[src/rtl/cle_pkg.sv]
// Shared types and constants of the console line editor.
// Used by every module of the block but cle_ram; depends on nothing.
package cle_pkg;

  // Default ring depth and result fan-out of one received word
  localparam int unsigned RING_DEPTH_DEF = 128;
  localparam int unsigned MAX_RES        = 4;
  localparam int unsigned CNT_W          = $clog2(MAX_RES + 1);

  // Control and special characters
  localparam logic [7:0] KEY_NUL    = 8'h00;
  localparam logic [7:0] KEY_CTRL_C = 8'h03;
  localparam logic [7:0] KEY_CTRL_D = 8'h04;
  localparam logic [7:0] KEY_CTRL_H = 8'h08;
  localparam logic [7:0] KEY_LF     = 8'h0a;
  localparam logic [7:0] KEY_CR     = 8'h0d;
  localparam logic [7:0] KEY_CTRL_U = 8'h15;
  localparam logic [7:0] KEY_DEL    = 8'h7f;
  localparam logic [7:0] KEY_CARET  = 8'h5e;
  localparam logic [7:0] KEY_UPPER_C = 8'h43;

  // Input opcodes
  localparam logic OP_RX   = 1'b0;
  localparam logic OP_READ = 1'b1;

  // Result kinds
  typedef enum logic [2:0] {
    KIND_ECHO     = 3'd0,
    KIND_ERASE    = 3'd1,
    KIND_READ     = 3'd2,
    KIND_EMPTY    = 3'd3,
    KIND_EOF      = 3'd4,
    KIND_EOF_STOP = 3'd5
  } kind_e;

  // One input word
  typedef struct packed {
    logic       opcode;
    logic [7:0] rx_char;
    logic       first_of_read;
  } item_t;

  // One result word
  typedef struct packed {
    kind_e      kind;
    logic [7:0] value;
    logic [7:0] erase_count;
    logic       line_committed;
    logic       last;
  } result_t;

  // All results of one input word, entry 0 goes out first
  typedef struct packed {
    logic [CNT_W-1:0]          cnt;
    result_t [MAX_RES-1:0]     res;
  } res_bundle_t;

endpackage

[src/rtl/console_line_editor.sv]
// Console line editor: an accepted word is decoded in the cycle after it is taken;
// its results go into the result queue once it is free and show from the cycle after.
// A word has 1 to 4 results or none, and one with none never waits for the queue;
// one word per cycle at best, as long as the single result port does not stall.
// Reset clears the ring pointers and the queue; ring contents are left as they are,
// no clearing pass.
module console_line_editor #(
  parameter int unsigned RING_DEPTH = cle_pkg::RING_DEPTH_DEF
) (
  input  logic       clk_i,
  input  logic       rst_ni,
  input  logic       in_valid_i,
  output logic       in_stall_o,
  input  logic       opcode_i,
  input  logic [7:0] rx_char_i,
  input  logic       first_of_read_i,
  output logic       out_valid_o,
  input  logic       out_stall_i,
  output logic [2:0] kind_o,
  output logic [7:0] value_o,
  output logic [7:0] erase_count_o,
  output logic       line_committed_o,
  output logic       last_o
);

  cle_pkg::item_t       item_q;
  logic                 item_vld_q, item_vld_d;
  logic                 accept, fire, load, free;
  cle_pkg::res_bundle_t bundle;
  cle_pkg::result_t     head;

  // Input register handshake
  assign fire       = item_vld_q && ((bundle.cnt == '0) || free);
  assign load       = fire && (bundle.cnt != '0);
  assign in_stall_o = item_vld_q && !fire;
  assign accept     = in_valid_i && !in_stall_o;
  assign item_vld_d = accept || (item_vld_q && !fire);

  always_ff @(posedge clk_i or negedge rst_ni) begin
    if (!rst_ni) begin
      item_vld_q <= 1'b0;
    end else begin
      item_vld_q <= item_vld_d;
    end
  end

  always_ff @(posedge clk_i) begin
    if (accept) begin
      item_q.opcode        <= opcode_i;
      item_q.rx_char       <= rx_char_i;
      item_q.first_of_read <= first_of_read_i;
    end
  end

  cle_edit #(
    .RING_DEPTH (RING_DEPTH)
  ) u_edit (
    .clk_i    (clk_i),
    .rst_ni   (rst_ni),
    .item_i   (item_q),
    .fire_i   (fire),
    .bundle_o (bundle)
  );

  cle_resq u_resq (
    .clk_i       (clk_i),
    .rst_ni      (rst_ni),
    .load_i      (load),
    .bundle_i    (bundle),
    .out_stall_i (out_stall_i),
    .out_valid_o (out_valid_o),
    .head_o      (head),
    .free_o      (free)
  );

  // Result word on the ports
  assign kind_o           = head.kind;
  assign value_o          = head.value;
  assign erase_count_o    = head.erase_count;
  assign line_committed_o = head.line_committed;
  assign last_o           = head.last;

endmodule

[src/rtl/cle_ram.sv]
// Generic single write port, single read port RAM with registered read data.
// Read returns the old contents on a same-address write. No dependencies.
module cle_ram #(
  parameter int unsigned WIDTH = 8,
  parameter int unsigned DEPTH = 128
) (
  input  logic                     clk_i,
  input  logic                     we_i,
  input  logic [$clog2(DEPTH)-1:0] waddr_i,
  input  logic [WIDTH-1:0]         wdata_i,
  input  logic [$clog2(DEPTH)-1:0] raddr_i,
  output logic [WIDTH-1:0]         rdata_o
);

  logic [WIDTH-1:0] mem_q [DEPTH];
  logic [WIDTH-1:0] rdata_q;

  // Write port
  always_ff @(posedge clk_i) begin
    if (we_i) begin
      mem_q[waddr_i] <= wdata_i;
    end
  end

  // Registered read port
  always_ff @(posedge clk_i) begin
    rdata_q <= mem_q[raddr_i];
  end

  assign rdata_o = rdata_q;

endmodule

[src/rtl/cle_edit.sv]
// Editing core: ring pointers, character ring and the decode of one word.
// Depends on cle_pkg and cle_ram.
module cle_edit #(
  parameter int unsigned RING_DEPTH = cle_pkg::RING_DEPTH_DEF
) (
  input  logic                 clk_i,
  input  logic                 rst_ni,
  input  cle_pkg::item_t       item_i,
  input  logic                 fire_i,
  output cle_pkg::res_bundle_t bundle_o
);

  localparam int unsigned ADDR_W = $clog2(RING_DEPTH);
  localparam int unsigned PTR_W  = $clog2(2 * RING_DEPTH);
  localparam logic [PTR_W-1:0] PTR_LAST = PTR_W'(2 * RING_DEPTH - 1);
  localparam logic [PTR_W-1:0] DEPTH_P  = PTR_W'(RING_DEPTH);
  localparam logic [PTR_W:0]   MOD_X    = (PTR_W + 1)'(2 * RING_DEPTH);

  // Pointer arithmetic modulo twice the ring depth
  function automatic logic [PTR_W-1:0] ptr_inc(input logic [PTR_W-1:0] p);
    return (p == PTR_LAST) ? '0 : p + 1'b1;
  endfunction

  function automatic logic [PTR_W-1:0] ptr_dec(input logic [PTR_W-1:0] p);
    return (p == '0) ? PTR_LAST : p - 1'b1;
  endfunction

  function automatic logic [PTR_W-1:0] ptr_dist(input logic [PTR_W-1:0] hi,
                                                input logic [PTR_W-1:0] lo);
    logic [PTR_W:0] d;
    d = {1'b0, hi} - {1'b0, lo};
    if (hi < lo) begin
      d = d + MOD_X;
    end
    return d[PTR_W-1:0];
  endfunction

  function automatic logic [ADDR_W-1:0] slot(input logic [PTR_W-1:0] p);
    logic [PTR_W-1:0] s;
    s = (p >= DEPTH_P) ? p - DEPTH_P : p;
    return s[ADDR_W-1:0];
  endfunction

  function automatic cle_pkg::result_t mk(input cle_pkg::kind_e k,
                                          input logic [7:0] v,
                                          input logic [7:0] n,
                                          input logic c);
    cle_pkg::result_t r;
    r.kind           = k;
    r.value          = v;
    r.erase_count    = n;
    r.line_committed = c;
    r.last           = 1'b0;
    return r;
  endfunction

  logic [PTR_W-1:0]  rp_q, rp_d, rp_n;
  logic [PTR_W-1:0]  cp_q, cp_n;
  logic [PTR_W-1:0]  ep_q, ep_n;
  logic [PTR_W-1:0]  pending, used;
  logic [7:0]        ch_eff;
  logic              wr_en;
  logic [ADDR_W-1:0] waddr, raddr;
  logic [7:0]        ram_rdata, ring_data;
  logic              byp_vld_q, byp_vld_d;
  logic [7:0]        byp_data_q;
  logic              commit;
  cle_pkg::res_bundle_t bundle;

  assign pending = ptr_dist(ep_q, cp_q);
  assign used    = ptr_dist(ep_q, rp_q);
  assign ch_eff  = (item_i.rx_char == cle_pkg::KEY_CR) ? cle_pkg::KEY_LF : item_i.rx_char;
  assign waddr   = slot(ep_q);

  // Decode of one word: results and next pointers
  always_comb begin
    rp_n   = rp_q;
    cp_n   = cp_q;
    ep_n   = ep_q;
    wr_en  = 1'b0;
    commit = 1'b0;
    bundle = '0;
    if (item_i.opcode == cle_pkg::OP_RX) begin
      if (item_i.rx_char == cle_pkg::KEY_CTRL_C) begin
        bundle.res[0] = mk(cle_pkg::KIND_ECHO, cle_pkg::KEY_CARET, 8'd0, 1'b0);
        bundle.res[1] = mk(cle_pkg::KIND_ECHO, cle_pkg::KEY_UPPER_C, 8'd0, 1'b0);
        bundle.res[2] = mk(cle_pkg::KIND_ECHO, cle_pkg::KEY_LF, 8'd0, 1'b0);
        bundle.cnt    = cle_pkg::CNT_W'(3);
        if (pending != '0) begin
          bundle.res[3] = mk(cle_pkg::KIND_ERASE, 8'd0, 8'(pending), 1'b0);
          bundle.cnt    = cle_pkg::CNT_W'(4);
          ep_n          = cp_q;
        end
      end else if (item_i.rx_char == cle_pkg::KEY_CTRL_U) begin
        if (pending != '0) begin
          bundle.res[0] = mk(cle_pkg::KIND_ERASE, 8'd0, 8'(pending), 1'b0);
          bundle.cnt    = cle_pkg::CNT_W'(1);
          ep_n          = cp_q;
        end
      end else if (item_i.rx_char == cle_pkg::KEY_CTRL_H ||
                   item_i.rx_char == cle_pkg::KEY_DEL) begin
        if (pending != '0) begin
          bundle.res[0] = mk(cle_pkg::KIND_ERASE, 8'd0, 8'd1, 1'b0);
          bundle.cnt    = cle_pkg::CNT_W'(1);
          ep_n          = ptr_dec(ep_q);
        end
      end else if (item_i.rx_char != cle_pkg::KEY_NUL && used < DEPTH_P) begin
        // store, echo, and commit on LF, Ctrl-D or a ring that becomes full
        wr_en  = 1'b1;
        ep_n   = ptr_inc(ep_q);
        commit = (ch_eff == cle_pkg::KEY_LF) || (ch_eff == cle_pkg::KEY_CTRL_D) ||
                 (used == DEPTH_P - 1'b1);
        if (commit) begin
          cp_n = ptr_inc(ep_q);
        end
        bundle.res[0] = mk(cle_pkg::KIND_ECHO, ch_eff, 8'd0, commit);
        bundle.cnt    = cle_pkg::CNT_W'(1);
      end
    end else begin
      bundle.cnt = cle_pkg::CNT_W'(1);
      if (rp_q == cp_q) begin
        bundle.res[0] = mk(cle_pkg::KIND_EMPTY, 8'd0, 8'd0, 1'b0);
      end else if (ring_data == cle_pkg::KEY_CTRL_D) begin
        if (item_i.first_of_read) begin
          rp_n          = ptr_inc(rp_q);
          bundle.res[0] = mk(cle_pkg::KIND_EOF, 8'd0, 8'd0, 1'b0);
        end else begin
          bundle.res[0] = mk(cle_pkg::KIND_EOF_STOP, 8'd0, 8'd0, 1'b0);
        end
      end else begin
        rp_n          = ptr_inc(rp_q);
        bundle.res[0] = mk(cle_pkg::KIND_READ, ring_data, 8'd0, 1'b0);
      end
    end
    // mark the final result of this word
    for (int i = 0; i < cle_pkg::MAX_RES; i++) begin
      if (cle_pkg::CNT_W'(i + 1) == bundle.cnt) begin
        bundle.res[i].last = 1'b1;
      end
    end
  end

  assign bundle_o = bundle;

  // Pointer registers
  always_ff @(posedge clk_i or negedge rst_ni) begin
    if (!rst_ni) begin
      rp_q <= '0;
      cp_q <= '0;
      ep_q <= '0;
    end else if (fire_i) begin
      rp_q <= rp_n;
      cp_q <= cp_n;
      ep_q <= ep_n;
    end
  end

  // Ring read always tracks the next read pointer; bypass a same-slot write
  assign rp_d      = fire_i ? rp_n : rp_q;
  assign raddr     = slot(rp_d);
  assign byp_vld_d = fire_i && wr_en && (waddr == raddr);

  always_ff @(posedge clk_i or negedge rst_ni) begin
    if (!rst_ni) begin
      byp_vld_q <= 1'b0;
    end else begin
      byp_vld_q <= byp_vld_d;
    end
  end

  always_ff @(posedge clk_i) begin
    byp_data_q <= ch_eff;
  end

  assign ring_data = byp_vld_q ? byp_data_q : ram_rdata;

  cle_ram #(
    .WIDTH (8),
    .DEPTH (RING_DEPTH)
  ) u_ring (
    .clk_i   (clk_i),
    .we_i    (fire_i && wr_en),
    .waddr_i (waddr),
    .wdata_i (ch_eff),
    .raddr_i (raddr),
    .rdata_o (ram_rdata)
  );

endmodule

[src/rtl/cle_resq.sv]
// Result queue: holds a word's results; one out per cycle unless stalled.
// Depends on cle_pkg.
module cle_resq (
  input  logic                 clk_i,
  input  logic                 rst_ni,
  input  logic                 load_i,
  input  cle_pkg::res_bundle_t bundle_i,
  input  logic                 out_stall_i,
  output logic                 out_valid_o,
  output cle_pkg::result_t     head_o,
  output logic                 free_o
);

  cle_pkg::result_t [cle_pkg::MAX_RES-1:0] ent_q, ent_d;
  logic [cle_pkg::CNT_W-1:0]               cnt_q, cnt_d;
  logic                                    pop;

  assign pop    = (cnt_q != '0) && !out_stall_i;
  assign free_o = (cnt_q == '0) || ((cnt_q == cle_pkg::CNT_W'(1)) && !out_stall_i);

  // Load a new set of results or shift the head out
  always_comb begin
    ent_d = ent_q;
    cnt_d = cnt_q;
    if (load_i) begin
      ent_d = bundle_i.res;
      cnt_d = bundle_i.cnt;
    end else if (pop) begin
      for (int i = 0; i < cle_pkg::MAX_RES - 1; i++) begin
        ent_d[i] = ent_q[i + 1];
      end
      cnt_d = cnt_q - 1'b1;
    end
  end

  always_ff @(posedge clk_i or negedge rst_ni) begin
    if (!rst_ni) begin
      cnt_q <= '0;
    end else begin
      cnt_q <= cnt_d;
    end
  end

  always_ff @(posedge clk_i) begin
    ent_q <= ent_d;
  end

  assign out_valid_o = (cnt_q != '0);
  assign head_o      = ent_q[0];

endmodule

[config.mk]
export PLATFORM = sky130hd
export DESIGN_NAME = console_line_editor
export DESIGN_NICKNAME = d
export VERILOG_FILES = /design/src/rtl/cle_pkg.sv /design/src/rtl/console_line_editor.sv /design/src/rtl/cle_ram.sv /design/src/rtl/cle_edit.sv /design/src/rtl/cle_resq.sv
export SDC_FILE = /design/constraint.sdc
export NUM_CORES = 1
export LEC_CHECK = 0
export BUFFER_PORTS_ARGS = -buffer_cell sky130_fd_sc_hd__buf_2
export CORE_UTILIZATION = 45
export DETAILED_ROUTE_END_ITERATION = 12
export PLACE_DENSITY_LB_ADDON = 0.1
export SETUP_SLACK_MARGIN = 0.2
export SYNTH_ARGS = -nofsm -noshare
export SYNTH_HDL_FRONTEND = slang
export SYNTH_SLANG_ARGS = --single-unit
[constraint.sdc]
create_clock -name clk_i -period 7.5 [get_ports clk_i]
set_input_delay 1.125 -clock clk_i [delete_from_list [all_inputs] [get_ports clk_i]]
set_output_delay 1.125 -clock clk_i [all_outputs]
set_load 0.01 [all_outputs]
## After elaboration in Yosys (flattened, before gate mapping)

Memories as Yosys holds them, arrays and structs flattened. A register that Yosys moved wholly into a read port is not among the register bits.
Cells that the tools add are included.

- Bits in registers: 131
- Output and inout bits: 23
- Memories kept: 1
- Logic and storage cells: 154
- Bits of input ports: 14
- Bits in writable memories: 1024

Memory list:

| memory | depth | width | read ports | clocked after Yosys merged registers in | wr ports | RTL line | source |
|---|---|---|---|---|---|---|---|
| u_edit.u_ring.mem_q | 128 | 8 | 1 | 1 | 1 | cle_ram.sv:15 | `logic [WIDTH-1:0] mem_q [DEPTH];` |

- Equal/unequal tests: 19
- Multiplexer cells: 53
- Bitwise logic cells: 5
- $lt $le $gt $ge: 5
- Add/subtract/negate cells: 10
- Reductions and logical operators: 31

Operators with widths:

| cell | number |
|---|---|
| 8-bit 2-to-1 mux | 18 |
| 21-bit 2-to-1 mux | 6 |
| 63-bit 2-to-1 mux | 2 |
| 43-bit 2-to-1 mux | 2 |
| 19-bit 2-to-1 mux | 3 |
| 8-bit by 1-bit adder with 8-bit output (second input constant) | 4 |
| 8-bit by 4-bit == test with 1-bit output (second input constant) | 3 |
| 24-bit 2-to-1 mux | 1 |
| 18-bit 2-to-1 mux | 1 |
| 3-bit 2-to-1 mux | 6 |
| 8-bit by 3-bit == test with 1-bit output (second input constant) | 2 |
| 8-bit by 7-bit == test with 1-bit output (second input constant) | 2 |
| 8-bit == test (second input constant) | 2 |
| 8-bit >= comparator (second input constant) | 2 |
| 8-bit less-than comparator | 2 |
| 8-bit nonzero test | 2 |
| 8-bit subtractor | 2 |
| 7-bit 2-to-1 mux | 2 |
| 7-bit by 1-bit subtractor with 7-bit output (second input constant) | 2 |
| 1-bit 2-to-1 mux | 12 |
| 1-bit logical AND | 9 |
| 8-bit by 2-bit == test with 1-bit output (second input constant) | 1 |
| 8-bit by 5-bit == test with 1-bit output (second input constant) | 1 |
| 8-bit == test | 1 |
| other kinds (21) | 35 |

## Longest topological paths before layout

- Word-level depth: 18
- Depth in mapped cells: 22

## Cells and area by module

From an unflattened synthesis, not the netlist that was laid out.

- Cells, all modules: 2336
- Area total of the unflattened synthesis: 48001.0 µm²

Modules (own cells, without submodules):

| module | sequential area each (µm²) | instances | area an instance (µm²) | cells an instance |
|---|---|---|---|---|
| cle_ram | 30909.6 | 1 | 39665.5 | 1635 |
| cle_resq | 2597.5 | 1 | 4003.8 | 204 |
| cle_edit | 785.8 | 1 | 3950.0 | 478 |
| console_line_editor | 325.3 | 1 | 381.6 | 19 |

## Least setup slack after synthesis

Ideal clock, no wire load.

- Path kind: flip-flop to flip-flop
- Start: reg item_q[4] (netlist name)
- End: mem u_edit.u_ring.mem_q[0][0] (data pin)
- Buffers on the path: 1
- Setup time: 1.258 ns
- Cell stages (with the launch flop): 4
- Arrival time: 5.935 ns
- Path slack: 0.307 ns
- Data required time: 6.242 ns
- Cells stage by stage: edfxtp_1 buf_4 nor3b_1 a21boi_0

- Longest elaborated chain between the ends: 2

RTL lines:

| what | RTL line | source |
|---|---|---|
| from (decl) | console_line_editor.sv:26 | `cle_pkg::item_t item_q;` |
| 8-bit by 4-bit == test with 1-bit output | cle_edit.sv:72 | `assign ch_eff = (item_i.rx_char == cle_pkg::KEY_CR) ? cle_pkg::KEY_LF : item_i.rx_char;` |
| 8-bit 2-to-1 mux | cle_edit.sv:72 |  |
| named net u_edit.ch_eff[0] | cle_edit.sv:61 | `logic [7:0] ch_eff;` |
| to (decl) | cle_ram.sv:15 |  |

The timed path passes the listed nets, and every way through them passes these cells.

## Final worst setup path

- Start: reg u_edit.ep_q[0]
- End: mem u_edit.u_ring.mem_q[86][7], enable pin

- Longest elaborated chain between the ends: 16

RTL lines:

| what | RTL line | source |
|---|---|---|
| from (decl) | cle_edit.sv:59 | `logic [PTR_W-1:0] ep_q, ep_n;` |
| from (signal assigned) | cle_edit.sv:154 | `ep_q <= ep_n;` |
| 8-bit subtractor | cle_edit.sv:31 | `d = {1'b0, hi} - {1'b0, lo};` |
| 8-bit by 1-bit adder with 8-bit output | cle_edit.sv:33 | `d = d + MOD_X;` |
| 8-bit 2-to-1 mux | cle_edit.sv:32 | `if (hi < lo) begin` |
| 8-bit less-than comparator | cle_edit.sv:107 | `end else if (item_i.rx_char != cle_pkg::KEY_NUL && used < DEPTH_P) begin` |
| 1-bit logical AND | cle_edit.sv:107 |  |
| 1-bit 2-to-1 mux | cle_edit.sv:107 |  |
| 3-bit 2-to-1 mux | cle_edit.sv:100 | `end else if (item_i.rx_char == cle_pkg::KEY_CTRL_H \|\|` |
| 3-bit 2-to-1 mux | cle_edit.sv:94 | `end else if (item_i.rx_char == cle_pkg::KEY_CTRL_U) begin` |
| 3-bit 2-to-1 mux | cle_edit.sv:84 | `if (item_i.rx_char == cle_pkg::KEY_CTRL_C) begin` |
| 3-bit 2-to-1 mux | cle_edit.sv:83 | `if (item_i.opcode == cle_pkg::OP_RX) begin` |
| 3-bit logical NOT | console_line_editor.sv:33 | `assign fire = item_vld_q && ((bundle.cnt == '0) \|\| free);` |
| 1-bit logical OR | console_line_editor.sv:33 |  |
| 1-bit logical AND | console_line_editor.sv:33 |  |
| 1-bit logical AND | cle_edit.sv:182 | `.we_i (fire_i && wr_en),` |
| 1-bit 2-to-1 mux | cle_ram.sv:20 | `if (we_i) begin` |
| 1-bit 2-to-1 mux (not written as such) | cle_ram.sv:21 | `mem_q[waddr_i] <= wdata_i;` |

Parallel ways exist; a longest one is shown, timed or not.

==> summary.md <==
| Metric | Value |
|---|---|
| CP required | 7.84 ns |
| Ports | 37 |
| Share of post-route cells with drive strength above 1 | under 10% |
| Worst-path clk slew | about 0.060 ns |
| Synth cell types | between 80 and 90 |
| DPL Wire Length | about 79 mm |
| Drt wl/cell | 26.4 microns |
| Hold Crit Class | primary input to asynchronous set/reset pin |
| RSZ-0062 raised after global routing | no |
| Setup TNS | 0 ns |
| Placed cell area | ~48,000 sq um |
| Clock tree buffer depth | 3 |
| Peak supply drop | about 0.00045 V |
| DIE HEIGHT | between 300 and 400 microns |
| Die Area | 105,000 sq um |
| Design area | approximately 52,000 sq um |
| Final net count | approximately 3,600 |
| Final hold slack | roughly 0.51 ns |
| Status | complete, no violations |
| TritonCTS Buffers | ~120 |
| Synth Cell Area | 46,700 sq um |
| Final wirelength | about 130 mm |
| Vias per cell | around 6 |
| FMAX | ~150 MHz |
| Worst Max-Slew Pin Slew | 1.38 ns |
| Final hold violation count | 0 |
| Slew Viols, Final | 0 |
| Global Route Usage Sum | about a quarter |
| CTS tree | done |
| Final Skew | 0.0236 ns |
| CTS Sinks | ~1,100 |
| GP Congestion | between 0.8 and 0.9 |
| Total core area | ~100,000 sq um |
| Sequential share of the synthesized area | just over 70% |
| Post-cts hold buffer count | 0 |
| Number of synthesized flops with an enable pin | around 1,100 |
| Pre-CTS WS | between 0.9 and 1 ns |
| Final core utilization | 50.5% |
| Synth warn | 0 |
| CP Data Arrival Time | 6.98 ns |
| Antenna violations before repair | 3 |
| Area grow syn2layout | 10.5% |
| Avg Inst Size Synth | about 13 sq um |
| Worst Path Max Fanout | 10 |
| FILL cells | ~9,000 |
| Diode count | 0 |
| Power per cell area | ~440 nW/um^2 |
| #FFs+latches synth | 1,133 |
| Fin worst setup slack | about 0.86 ns |
| Placed Cells | roughly 4,800 |
| Vias in the first global route | slightly below 30,000 |
| Cts repair resizes | 0 |
| Clock Tree Root | clkbuf_16 |
| Cells after Synth | 3,643 |
| Post-CTS Setup Bufs | 0 |
| FP Rows | 117 |
| Async set-reset flop share out of synthesis | under 10% |
| Final antenna-violating net count | 0 |
| Port bufs | 36 |
| Worst-Skew Late Latency | between 0.7 and 0.8 ns |
| Net Count, Synth | approximately 3,700 |
| Pleak | between 15 and 20 nW |
| CP Capture Type | register |
| Main synth FF type | edfxtp_1 |
| Setup violators final | 0 |
| Non-filler cells, final | between 5,000 and 6,000 |
| Starting density of the core | between 40% and 50% |
| First-pass GRT wire length | 195 mm |
| DR pass1 iterations | 6 |
| H-tree depth | 3 |
| DRC viols | 0 |
| Setup CP Type | register to register |
| Total global routing overflow | 0 |
| Setup crit start kind | register |
| Drt initial violations | approximately 3,600 |
| Slew margin rel. | 8.06% |
| Die W | approximately 320 microns |
| Vias after detailed routing | 30,019 |
| Fin crit share | roughly 90% |
| MaxCap Viol Count | 0 |
| Design Power | approximately 23 mW |
| Pin count of the biggest net entering global routing | 206 |
| Min Tclk post-route | between 6 and 7 ns |
[path summary, 6_finish.rpt]
kind                       cells after the start  slack [ns]        startpoint                          to
max                                           16        0.86    u_edit.ep_q[0]  u_edit.u_ring.mem_q[86][7]
min                                            1        0.51            rst_ni             u_resq.cnt_q[2]
max reg2reg                                   16        0.86    u_edit.ep_q[0]  u_edit.u_ring.mem_q[86][7]
min reg2reg                                    1        0.52  u_resq.ent_q[68]            u_resq.ent_q[47]
max in group asynchronous                      1        6.48            rst_ni              u_edit.rp_q[1]
min in group clk_i                             1        0.52  u_resq.ent_q[68]            u_resq.ent_q[47]
[routing by layer]
metal / wire, microns / GRT usage (%) / vias to the layer above
met4: 3250 / 7.52 / 0
met1: 58200 / 36.6 / 15163
met2: 62500 / 40.4 / 1271
met5: 0 / 0 / -
li1: - / - / 13399
met3: 9830 / 3.46 / 186
[power breakdown]
part	switching, mW	leakage, nW	internal (mW)
Combinational	6.76	5.12	2.43
Clock	2.41	1.79	3.20
Sequential	0.280	10.3	7.80
Total	9.45	17.2	13.4
[layout make-up]
cell class                 instances  area, sq um  share of cell area [%]
clock inverter                    60          485                   0.940
tap                             1368         1710                    3.31
timing repair buffer              89          666                    1.29
inverter                          33          141                   0.274
multi-input combinational       2221        11800                    22.8
sequential                      1133        33700                    65.3
clock buffer                     158         3190                    6.17
[Yosys cell counts (7+ instances only)]
| cell type | number | area, sq um |
|---|---|---|
| dfrtp_1 | 29 | 726 |
| buf_1 | 27 | 101 |
| nor4_1 | 32 | 200 |
| nand2_1 | 838 | 3150 |
| o21ai_1 | 22 | 110 |
| a32oi_1 | 25 | 219 |
| nand2b_1 | 8 | 50.1 |
| mux2i_1 | 41 | 410 |
| buf_4 | 35 | 263 |
| xnor2_1 | 26 | 228 |
| a22oi_1 | 19 | 143 |
| a211oi_1 | 72 | 541 |
| inv_1 | 27 | 101 |
| xor2_1 | 12 | 105 |
| and3_1 | 65 | 407 |
| nand4_1 | 12 | 75.1 |
| ha_1 | 21 | 263 |
| buf_2 | 85 | 425 |
| a21oi_1 | 194 | 971 |
| nand3_1 | 266 | 1330 |
| nor3_1 | 34 | 170 |
| o22ai_1 | 35 | 219 |
| o21ai_0 | 40 | 200 |
| and2_1 | 22 | 138 |
| a221oi_1 | 7 | 61.3 |
| a32o_1 | 9 | 90.1 |
| edfxtp_1 | 1088 | 32700 |
| o31ai_1 | 14 | 105 |
| or3_1 | 8 | 50.1 |
| nor2b_1 | 8 | 50.1 |
| a41o_1 | 7 | 70.1 |
| a2111oi_0 | 8 | 70.1 |
| clkbuf_1 | 104 | 390 |
| dfxtp_1 | 16 | 320 |
| nor2_1 | 188 | 706 |
| o32ai_1 | 14 | 123 |
| a31oi_1 | 79 | 494 |
| o211ai_1 | 8 | 60.1 |
[critical path, stage by stage, from the launching register on]
cell and delay, ns:
dfrtp_1 0.47, inv_2 0.21, ha_1 0.20, inv_1 0.06, fa_1 0.40, a211oi_1 0.25
nor2_1 0.12, a21o_1 0.18, a21oi_1 0.18, xor2_1 0.31, nand4_1 0.41, o21a_1 0.33
nand2b_1 0.26, nand2b_1 0.33, nor3b_1 1.05, nand2_1 0.77, nor2_1 0.73
[state kept, by name (all words and copies together) (netlist names)]
register and count:
u_edit.u_ring.mem_q 1024, u_resq.ent_q 33, u_resq.head_o 21, item_q 10, u_edit.byp_data_q 8, u_edit.cp_q 8, u_edit.ep_q 8, u_edit.rp_q 8
u_edit.u_ring.rdata_o 8, u_resq.cnt_q 3, item_vld_q 1, u_edit.byp_vld_q 1
[cell families (layout without fill, tap and decap cells)]
logic type,Yosys count,count (layout),share of synthesized area [%]
XOR/XNOR,39,39,0.747
AO/OA/AOI/OAI,591,591,8.16
adder cells (fa/ha/maj),23,23,0.648
multiplexers,49,49,1.17
flip-flops,1133,1133,72.1
buffers and inverters,289,340,2.91
AND/OR/NAND/NOR,1519,1519,14.2
[placed cells by master (no fill, tap or decap), types with 9 or more instances in the layout]
master	synthesis	final
o22ai_1	35	35
xor2_1	12	12
and2_1	22	22
o32ai_1	14	14
nor3_1	34	34
dfxtp_1	16	16
a211oi_1	72	72
a22oi_1	19	19
nand4_1	12	12
o21ai_1	22	21
clkbuf_1	104	35
ha_1	21	21
inv_1	27	27
dfrtp_1	29	29
xnor2_1	26	26
nor2_1	188	186
clkbuf_16	0	121
edfxtp_1	1088	1088
nand2_1	838	836
a21oi_1	194	193
o21ai_0	40	40
clkinv_2	1	20
nand3_1	266	263
a32o_1	9	9
a32oi_1	25	25
mux2i_1	41	41
o31ai_1	14	14
buf_4	35	46
nor4_1	32	32
and3_1	65	65
clkinv_1	1	26
buf_2	85	36
a31oi_1	79	79
(Power assumes the default switching activity.)
